===== src/rtl/midq_pkg.sv =====
package midq_pkg;

  localparam int unsigned CAPACITY    = 1024;
  localparam int unsigned LEFT_DEPTH  = CAPACITY / 2;
  localparam int unsigned RIGHT_DEPTH = (CAPACITY + 1) / 2;

  localparam int unsigned LEFT_AW  = (LEFT_DEPTH > 1) ? $clog2(LEFT_DEPTH) : 1;
  localparam int unsigned RIGHT_AW = (RIGHT_DEPTH > 1) ? $clog2(RIGHT_DEPTH) : 1;
  localparam int unsigned LCNT_W   = $clog2(LEFT_DEPTH + 1);
  localparam int unsigned RCNT_W   = $clog2(RIGHT_DEPTH + 1);
  localparam int unsigned SIZE_W   = $clog2(CAPACITY + 1);
  localparam int unsigned DATA_W   = 32;

  typedef enum logic [1:0] {
    OP_PUSH_BACK   = 2'd0,
    OP_PUSH_FRONT  = 2'd1,
    OP_PUSH_MIDDLE = 2'd2,
    OP_GET         = 2'd3
  } opcode_e;

  typedef enum logic [1:0] {
    ST_OK    = 2'd0,
    ST_RANGE = 2'd1,
    ST_FULL  = 2'd2
  } status_e;

  typedef struct packed {
    logic                re;
    logic [LEFT_AW-1:0]  raddr;
    logic                we;
    logic [LEFT_AW-1:0]  waddr;
    logic [DATA_W-1:0]   wdata;
  } lram_req_t;

  typedef struct packed {
    logic                re;
    logic [RIGHT_AW-1:0] raddr;
    logic                we;
    logic [RIGHT_AW-1:0] waddr;
    logic [DATA_W-1:0]   wdata;
  } rram_req_t;

endpackage


===== src/rtl/midq_ctrl.sv =====
module midq_ctrl (
  input  logic                          clk_i,
  input  logic                          rst_ni,
  input  logic                          in_valid_i,
  output logic                          in_ready_o,
  input  logic [1:0]                    opcode_i,
  input  logic [31:0]                   operand_i,
  output logic                          out_valid_o,
  input  logic                          out_ready_i,
  output logic [31:0]                   read_value_o,
  output logic [1:0]                    status_o,
  output midq_pkg::lram_req_t           lreq_o,
  input  logic [midq_pkg::DATA_W-1:0]   lrdata_i,
  output midq_pkg::rram_req_t           rreq_o,
  input  logic [midq_pkg::DATA_W-1:0]   rrdata_i
);
  import midq_pkg::*;

  typedef enum logic [1:0] {
    S_IDLE = 2'b01,
    S_EXEC = 2'b10
  } state_e;

  function automatic logic [LEFT_AW-1:0] l_wrap(input logic [LCNT_W:0] s);
    logic [LCNT_W:0] t;
    t = (s >= (LCNT_W+1)'(LEFT_DEPTH)) ? s - (LCNT_W+1)'(LEFT_DEPTH) : s;
    return t[LEFT_AW-1:0];
  endfunction

  function automatic logic [RIGHT_AW-1:0] r_wrap(input logic [RCNT_W:0] s);
    logic [RCNT_W:0] t;
    t = (s >= (RCNT_W+1)'(RIGHT_DEPTH)) ? s - (RCNT_W+1)'(RIGHT_DEPTH) : s;
    return t[RIGHT_AW-1:0];
  endfunction

  function automatic logic [LEFT_AW-1:0] l_dec(input logic [LEFT_AW-1:0] h);
    return (h == '0) ? LEFT_AW'(LEFT_DEPTH - 1) : h - 1'b1;
  endfunction

  function automatic logic [RIGHT_AW-1:0] r_dec(input logic [RIGHT_AW-1:0] h);
    return (h == '0) ? RIGHT_AW'(RIGHT_DEPTH - 1) : h - 1'b1;
  endfunction

  function automatic logic [RIGHT_AW-1:0] r_inc(input logic [RIGHT_AW-1:0] h);
    return (h == RIGHT_AW'(RIGHT_DEPTH - 1)) ? '0 : h + 1'b1;
  endfunction

  state_e              state_q, state_d;
  logic [LEFT_AW-1:0]  lhead_q, lhead_d;
  logic [RIGHT_AW-1:0] rhead_q, rhead_d;
  logic [LCNT_W-1:0]   lcnt_q, lcnt_d;
  logic [RCNT_W-1:0]   rcnt_q, rcnt_d;
  opcode_e             op_q;
  logic [31:0]         arg_q;
  logic                out_valid_q;
  logic [31:0]         value_q, value_d;
  status_e             status_q, status_d;

  logic [SIZE_W-1:0]   size;
  logic                balanced, right_heavy, full;
  logic                accept, fire;
  opcode_e             op_in;
  logic                in_range_i, from_left_i;
  logic                in_range_q, from_left_q;
  logic [SIZE_W-1:0]   roff_i;
  logic [RIGHT_AW-1:0] rhead_pop;
  logic [RCNT_W-1:0]   rcnt_pop;

  assign size        = SIZE_W'(lcnt_q) + SIZE_W'(rcnt_q);
  assign balanced    = SIZE_W'(rcnt_q) == SIZE_W'(lcnt_q);
  assign right_heavy = !balanced;
  assign full        = size >= SIZE_W'(CAPACITY);

  assign in_ready_o = state_q == S_IDLE;
  assign accept     = in_valid_i && in_ready_o;
  assign fire       = (state_q == S_EXEC) && (!out_valid_q || out_ready_i);

  assign op_in       = opcode_e'(opcode_i);
  assign in_range_i  = !operand_i[31] && (operand_i < 32'(size));
  assign from_left_i = operand_i < 32'(lcnt_q);
  assign roff_i      = operand_i[SIZE_W-1:0] - SIZE_W'(lcnt_q);

  assign in_range_q  = !arg_q[31] && (arg_q < 32'(size));
  assign from_left_q = arg_q < 32'(lcnt_q);
  assign rhead_pop   = right_heavy ? r_inc(rhead_q) : rhead_q;
  assign rcnt_pop    = right_heavy ? rcnt_q - 1'b1 : rcnt_q;

  always_comb begin
    // read side, issued at the accept edge
    lreq_o.re = accept && (((op_in == OP_GET) && in_range_i && from_left_i) ||
                           ((op_in == OP_PUSH_FRONT) && balanced && (lcnt_q != '0)));
    rreq_o.re = accept && (((op_in == OP_GET) && in_range_i && !from_left_i) ||
                           (((op_in == OP_PUSH_BACK) || (op_in == OP_PUSH_MIDDLE)) &&
                            right_heavy));
    if (op_in == OP_GET) begin
      lreq_o.raddr = l_wrap((LCNT_W+1)'(lhead_q) + (LCNT_W+1)'(operand_i[LCNT_W-1:0]));
      rreq_o.raddr = r_wrap((RCNT_W+1)'(rhead_q) + (RCNT_W+1)'(roff_i[RCNT_W-1:0]));
    end else begin
      // back element of the left ring / front element of the right ring
      lreq_o.raddr = l_wrap((LCNT_W+1)'(lhead_q) + (LCNT_W+1)'(lcnt_q) - 1'b1);
      rreq_o.raddr = rhead_q;
    end

    // write-back and state update in the execute cycle
    state_d      = state_q;
    lhead_d      = lhead_q;
    rhead_d      = rhead_q;
    lcnt_d       = lcnt_q;
    rcnt_d       = rcnt_q;
    value_d      = value_q;
    status_d     = status_q;
    lreq_o.we    = 1'b0;
    lreq_o.waddr = l_wrap((LCNT_W+1)'(lhead_q) + (LCNT_W+1)'(lcnt_q));
    lreq_o.wdata = rrdata_i;
    rreq_o.we    = 1'b0;
    rreq_o.waddr = r_wrap((RCNT_W+1)'(rhead_pop) + (RCNT_W+1)'(rcnt_pop));
    rreq_o.wdata = arg_q;

    if (accept) begin
      state_d = S_EXEC;
    end

    if (fire) begin
      state_d  = S_IDLE;
      value_d  = '0;
      status_d = ST_OK;
      if (op_q == OP_GET) begin
        if (!in_range_q) begin
          status_d = ST_RANGE;
        end else begin
          value_d = from_left_q ? lrdata_i : rrdata_i;
        end
      end else if (full) begin
        status_d = ST_FULL;
      end else begin
        case (op_q) inside
          OP_PUSH_BACK, OP_PUSH_MIDDLE: begin
            // rebalance: right front moves to left back
            if (right_heavy) begin
              lreq_o.we = 1'b1;
              lcnt_d    = lcnt_q + 1'b1;
            end
            rreq_o.we = 1'b1;
            rcnt_d    = rcnt_pop + 1'b1;
            rhead_d   = rhead_pop;
            if (op_q == OP_PUSH_MIDDLE) begin
              rhead_d      = r_dec(rhead_pop);
              rreq_o.waddr = r_dec(rhead_pop);
            end
          end
          default: begin
            if (balanced && (lcnt_q == '0)) begin
              rreq_o.we    = 1'b1;
              rreq_o.waddr = r_dec(rhead_q);
              rhead_d      = r_dec(rhead_q);
              rcnt_d       = rcnt_q + 1'b1;
            end else begin
              lreq_o.we    = 1'b1;
              lreq_o.waddr = l_dec(lhead_q);
              lreq_o.wdata = arg_q;
              lhead_d      = l_dec(lhead_q);
              if (balanced) begin
                // left back moves to right front, left count unchanged
                rreq_o.we    = 1'b1;
                rreq_o.waddr = r_dec(rhead_q);
                rreq_o.wdata = lrdata_i;
                rhead_d      = r_dec(rhead_q);
                rcnt_d       = rcnt_q + 1'b1;
              end else begin
                lcnt_d = lcnt_q + 1'b1;
              end
            end
          end
        endcase
      end
    end
  end

  always_ff @(posedge clk_i or negedge rst_ni) begin
    if (!rst_ni) begin
      state_q     <= S_IDLE;
      lhead_q     <= '0;
      rhead_q     <= '0;
      lcnt_q      <= '0;
      rcnt_q      <= '0;
      out_valid_q <= 1'b0;
    end else begin
      state_q <= state_d;
      lhead_q <= lhead_d;
      rhead_q <= rhead_d;
      lcnt_q  <= lcnt_d;
      rcnt_q  <= rcnt_d;
      if (fire) begin
        out_valid_q <= 1'b1;
      end else if (out_ready_i) begin
        out_valid_q <= 1'b0;
      end
    end
  end

  always_ff @(posedge clk_i) begin
    if (accept) begin
      op_q  <= op_in;
      arg_q <= operand_i;
    end
    value_q  <= value_d;
    status_q <= status_d;
  end

  assign out_valid_o  = out_valid_q;
  assign read_value_o = value_q;
  assign status_o     = status_q;

  balance_a: assert property (@(posedge clk_i) disable iff (!rst_ni)
    (SIZE_W'(rcnt_q) == SIZE_W'(lcnt_q)) ||
    (SIZE_W'(rcnt_q) == SIZE_W'(lcnt_q) + 1'b1))
    else $error("halves out of balance");

  size_a: assert property (@(posedge clk_i) disable iff (!rst_ni)
    size <= SIZE_W'(CAPACITY))
    else $error("size above capacity");

  accept_a: assert property (@(posedge clk_i) disable iff (!rst_ni)
    accept |=> (state_q == S_EXEC) && !in_ready_o)
    else $error("accepted item not in execute");

  err_zero_a: assert property (@(posedge clk_i) disable iff (!rst_ni)
    (out_valid_q && (status_q != ST_OK)) |-> (value_q == '0))
    else $error("failed command with nonzero value");

  push_size_a: assert property (@(posedge clk_i) disable iff (!rst_ni)
    (fire && (op_q != OP_GET) && !full) |=> (size == $past(size) + 1'b1))
    else $error("push did not grow size by one");

endmodule


===== config.mk =====
export PLATFORM = sky130hd
export DESIGN_NAME = midq_ctrl
export DESIGN_NICKNAME = d
export VERILOG_FILES = /design/src/rtl/midq_pkg.sv /design/src/rtl/midq_ctrl.sv
export SDC_FILE = /design/constraint.sdc
export NUM_CORES = 1
export LEC_CHECK = 0
export BUFFER_PORTS_ARGS = -buffer_cell sky130_fd_sc_hd__buf_2
export CELL_PAD_IN_SITES_DETAIL_PLACEMENT = 2
export CELL_PAD_IN_SITES_GLOBAL_PLACEMENT = 2
export CORE_MARGIN = 2
export CORE_UTILIZATION = 35
export CTS_CLUSTER_SIZE = 10
export DETAILED_ROUTE_END_ITERATION = 6
export PLACE_DENSITY = 0.87
export SLEW_MARGIN = 5
export SYNTH_ARGS = -nofsm -noshare
export SYNTH_HDL_FRONTEND = slang
export SYNTH_SLANG_ARGS = --single-unit

===== constraint.sdc =====
create_clock -name clk_i -period 6.2 [get_ports clk_i]
set_input_delay 0.31 -clock clk_i [delete_from_list [all_inputs] [get_ports clk_i]]
set_output_delay 0.31 -clock clk_i [all_outputs]
set_load 0.1 [all_outputs]

==> flow_summary.json <==
{
  "status": "finished with violations",
  "violations": "hold timing",
  "synthTopCellsByArea": "edfxtp_1 (20%), ha_1 (11%), dfrtp_1 (9.9%)",
  "max_slew_margin_pct": 26.5,
  "hold_viol_final": 1,
  "grt_pass1_vias": 11619,
  "reg2reg_to": "read_value_o[28]",
  "synth.distinct_cells": 81,
  "fin_setup_tns_ns": 0,
  "cp_cell_sequence": "ha_1, nor4_1, buf_4, nand3_1, mux2i_1, inv_1, ha_1, fa_1, a21o_1, a21oi_1, o21bai_1, a21oi_1, o21ai_0, xnor2_1, nand2_1, nand2_1, buf_2",
  "route.detailed.drc": 0,
  "ys_seq_area_share_pct": 30.5,
  "path_buf_inv": 3,
  "syn_avg_cell_area_um2": 8.81,
  "postCtsSetupRepairBufs": 0,
  "fmax_mhz": 180,
  "critPathRequiredTime_ns": 5.89,
  "maxCapViolCount": 0,
  "startpoint_type": "register",
  "cts_root_buffer": "clkbuf_16",
  "post_cts_resized": 0,
  "crit_fanout": 14,
  "yosys_warnings": 0,
  "cts_hold_buf": 0,
  "final_nets": 1555,
  "end_kind": "output pin",
  "portBuffers": 241,
  "layout-drive-gt1-share_pct": 24.5,
  "die_w_um": 174,
  "fin_hold_ws_ns": -0.00318,
  "place_hpwl_um": 36000,
  "arrival_ns": 5.24,
  "ctsHtreeMaxLevel": 3,
  "yosysTopAreaCellShare_pct": 20.3,
  "crit_path_top_delay_cell": "mux2i_1",
  "clock_sinks": 109,
  "slowest_delay_ns": 0.52,
  "grt_antenna_before_repair": 6,
  "synth-async-reset-ratio_pct": 37.6,
  "slew_violations": 0,
  "antenna_left": 0,
  "wl_um": 47200,
  "die_area_um2": 30200,
  "area_growth_pct": 19.3,
  "syn_nets": 1340,
  "wl_per_cell_um": 26.9,
  "cts_buffers": 9,
  "grt_max_degree": 42,
  "worst_slack_ns": 0.652,
  "io_pins": 242,
  "synth_edf_count": 68,
  "dr.pass1.iters": 5,
  "clockBufferDepth": 2,
  "vias": 10322,
  "chipHeight_um": 174,
  "cts_tree": "done",
  "rr_worst_depth": 15,
  "max_slew.worst_pin.slew_ns": 1.09,
  "regToRegStartpoint": "rcnt_q[1]",
  "fin_crit_sh_pct": 89.5,
  "clk_latency_ns": 0.40,
  "skew_ns": 0.0230,
  "avgViaCountPerCell": 5.89,
  "path_clk_slew_ns": 0.09,
  "r2r_setup_slack_ns": 1.50,
  "grt_usage_pct": 31.0,
  "gp_congestion": 0.879,
  "hp-class": "in -> async",
  "worstSetupPathType": "reg -> out",
  "rsz0062_at_grt": "no",
  "start_util_pct": 35.3,
  "grt_overflow": 0,
  "setup_viol": 0,
  "drt_iter0_markers": 574,
  "synth_area_um2": 10100,
  "synth_top_cell_by_area": "edfxtp_1",
  "row_count": 62,
  "grt_pass1_wl_um": 71700,
  "core_area_um2": 28500,
  "synthFlopType": "edfxtp_1",
  "synthCells": 1143,
  "yosys_register_bits": 109,
  "crit_family": "adder cells",
  "period_minus_slack_ns": 5.55,
  "pre_cts_ws_ns": 1.09
}
[cell usage in the layout (no fill, tap or decap), types with 5 or more instances in the layout]
| cell | n |
|---|---|
| nor3b_1 | 6 |
| clkbuf_16 | 9 |
| o21ai_1 | 6 |
| nand4_1 | 11 |
| buf_4 | 16 |
| mux2_2 | 35 |
| mux2i_1 | 41 |
| nor2b_1 | 8 |
| diode_2 | 6 |
| nor3_1 | 55 |
| o31ai_1 | 5 |
| buf_2 | 241 |
| o21bai_1 | 8 |
| xor2_1 | 49 |
| nand3_1 | 16 |
| o21ai_0 | 56 |
| or4_1 | 12 |
| a31oi_1 | 9 |
| dfrtp_1 | 40 |
| nand2_1 | 162 |
| or3_1 | 13 |
| and2_1 | 6 |
| a21oi_1 | 57 |
| nor2_1 | 72 |
| nand2b_1 | 13 |
| a21o_1 | 24 |
| ha_1 | 89 |
| o211ai_1 | 9 |
| inv_1 | 48 |
| fa_1 | 6 |
| xnor2_1 | 58 |
| nor4_1 | 16 |
| a211oi_1 | 7 |
| edfxtp_1 | 68 |
[synth_stat cells, drive strengths merged, types with 6 or more instances]
master    n
a211oi    7
a21o     24
a21oi    57
a31oi     9
and2      6
buf       6
clkbuf   47
dfrtp    40
edfxtp   68
fa        6
ha       89
inv      49
mux2     35
mux2i    41
nand2   162
nand2b   13
nand3    17
nand4    11
nor2     73
nor2b     8
nor3     56
nor3b     6
nor4     17
o211ai   10
o21ai    62
o21bai    8
o31ai     6
or3      13
or4      13
xnor2    58
xor2     49
[state kept, by name, indices dropped and copies added (netlist names)]
signal / cells
state_q: 2
rhead_q: 9
out_valid_o: 1
status_o: 2
lhead_q: 9
op_q: 2
rcnt_q: 10
read_value_o: 32
lcnt_q: 10
arg_q: 32
[how the worst max path moves through the flow]
stage / from / end / slack, ns / depth (start not counted)
final: rcnt_q[7] / rreq_o[40] / 0.65 / 17
after global routing: rcnt_q[7] / rreq_o[40] / 0.19 / 17
after CTS: rcnt_q[7] / rreq_o[40] / 0.66 / 17
after detailed placement: rcnt_q[7] / rreq_o[40] / 1.09 / 17
after global placement: rcnt_q[7] / rreq_o[40] / 1.38 / 17
after floorplan: out_valid_o / rreq_o[38] / 0.09 / 8
[per-layer routing]
metal | vias up | global-route usage, % | share of wire (%)
li1 | 4579 | - | -
met1 | 5189 | 34.8 | 39
met2 | 420 | 54.9 | 50
met3 | 132 | 5.59 | 5.5
met4 | 2 | 18.6 | 5.4
met5 | - | 0 | 0.025
[area by class of cell]
cell class              instances  area [µm²]
flip-flops and latches        109        3070
clock buffers                   9         225
fillers                      3263       16500
inverters                      50         188
clock inverters                 7        81.3
multi-input cells             931        6630
well taps                     384         480
diodes                          6        15.0
repair buffers                257        1330
[kinds of logic after synthesis]
family,count (synthesis),share of synthesized area (%)
adders and majority gates,96,12.3
xor gates and xnor gates,108,9.54
DFF,109,30.5
buffers and inverters,103,3.85
muxes,76,7.99
and+or+nand+nor,411,19.8
AOI/OAI and AO/OA,240,16.0
[per-stage QoR]
step                      hold WS, ns  std cells  utilization (%)  instance area [µm²]
after floorplan                0.0144       1143                -                10100
after global placement          0.457       1731             41.0                11700
after detailed placement        0.454       1731             41.0                11700
after CTS                      0.0296       1747             42.0                12000
after global routing           0.0531       1753             42.1                12000
final                        -0.00318       1753             42.1                12000
Power is left out: the tool's default activity adds up to more than one toggle a clock period on the data nets, which glitch-free logic cannot reach.
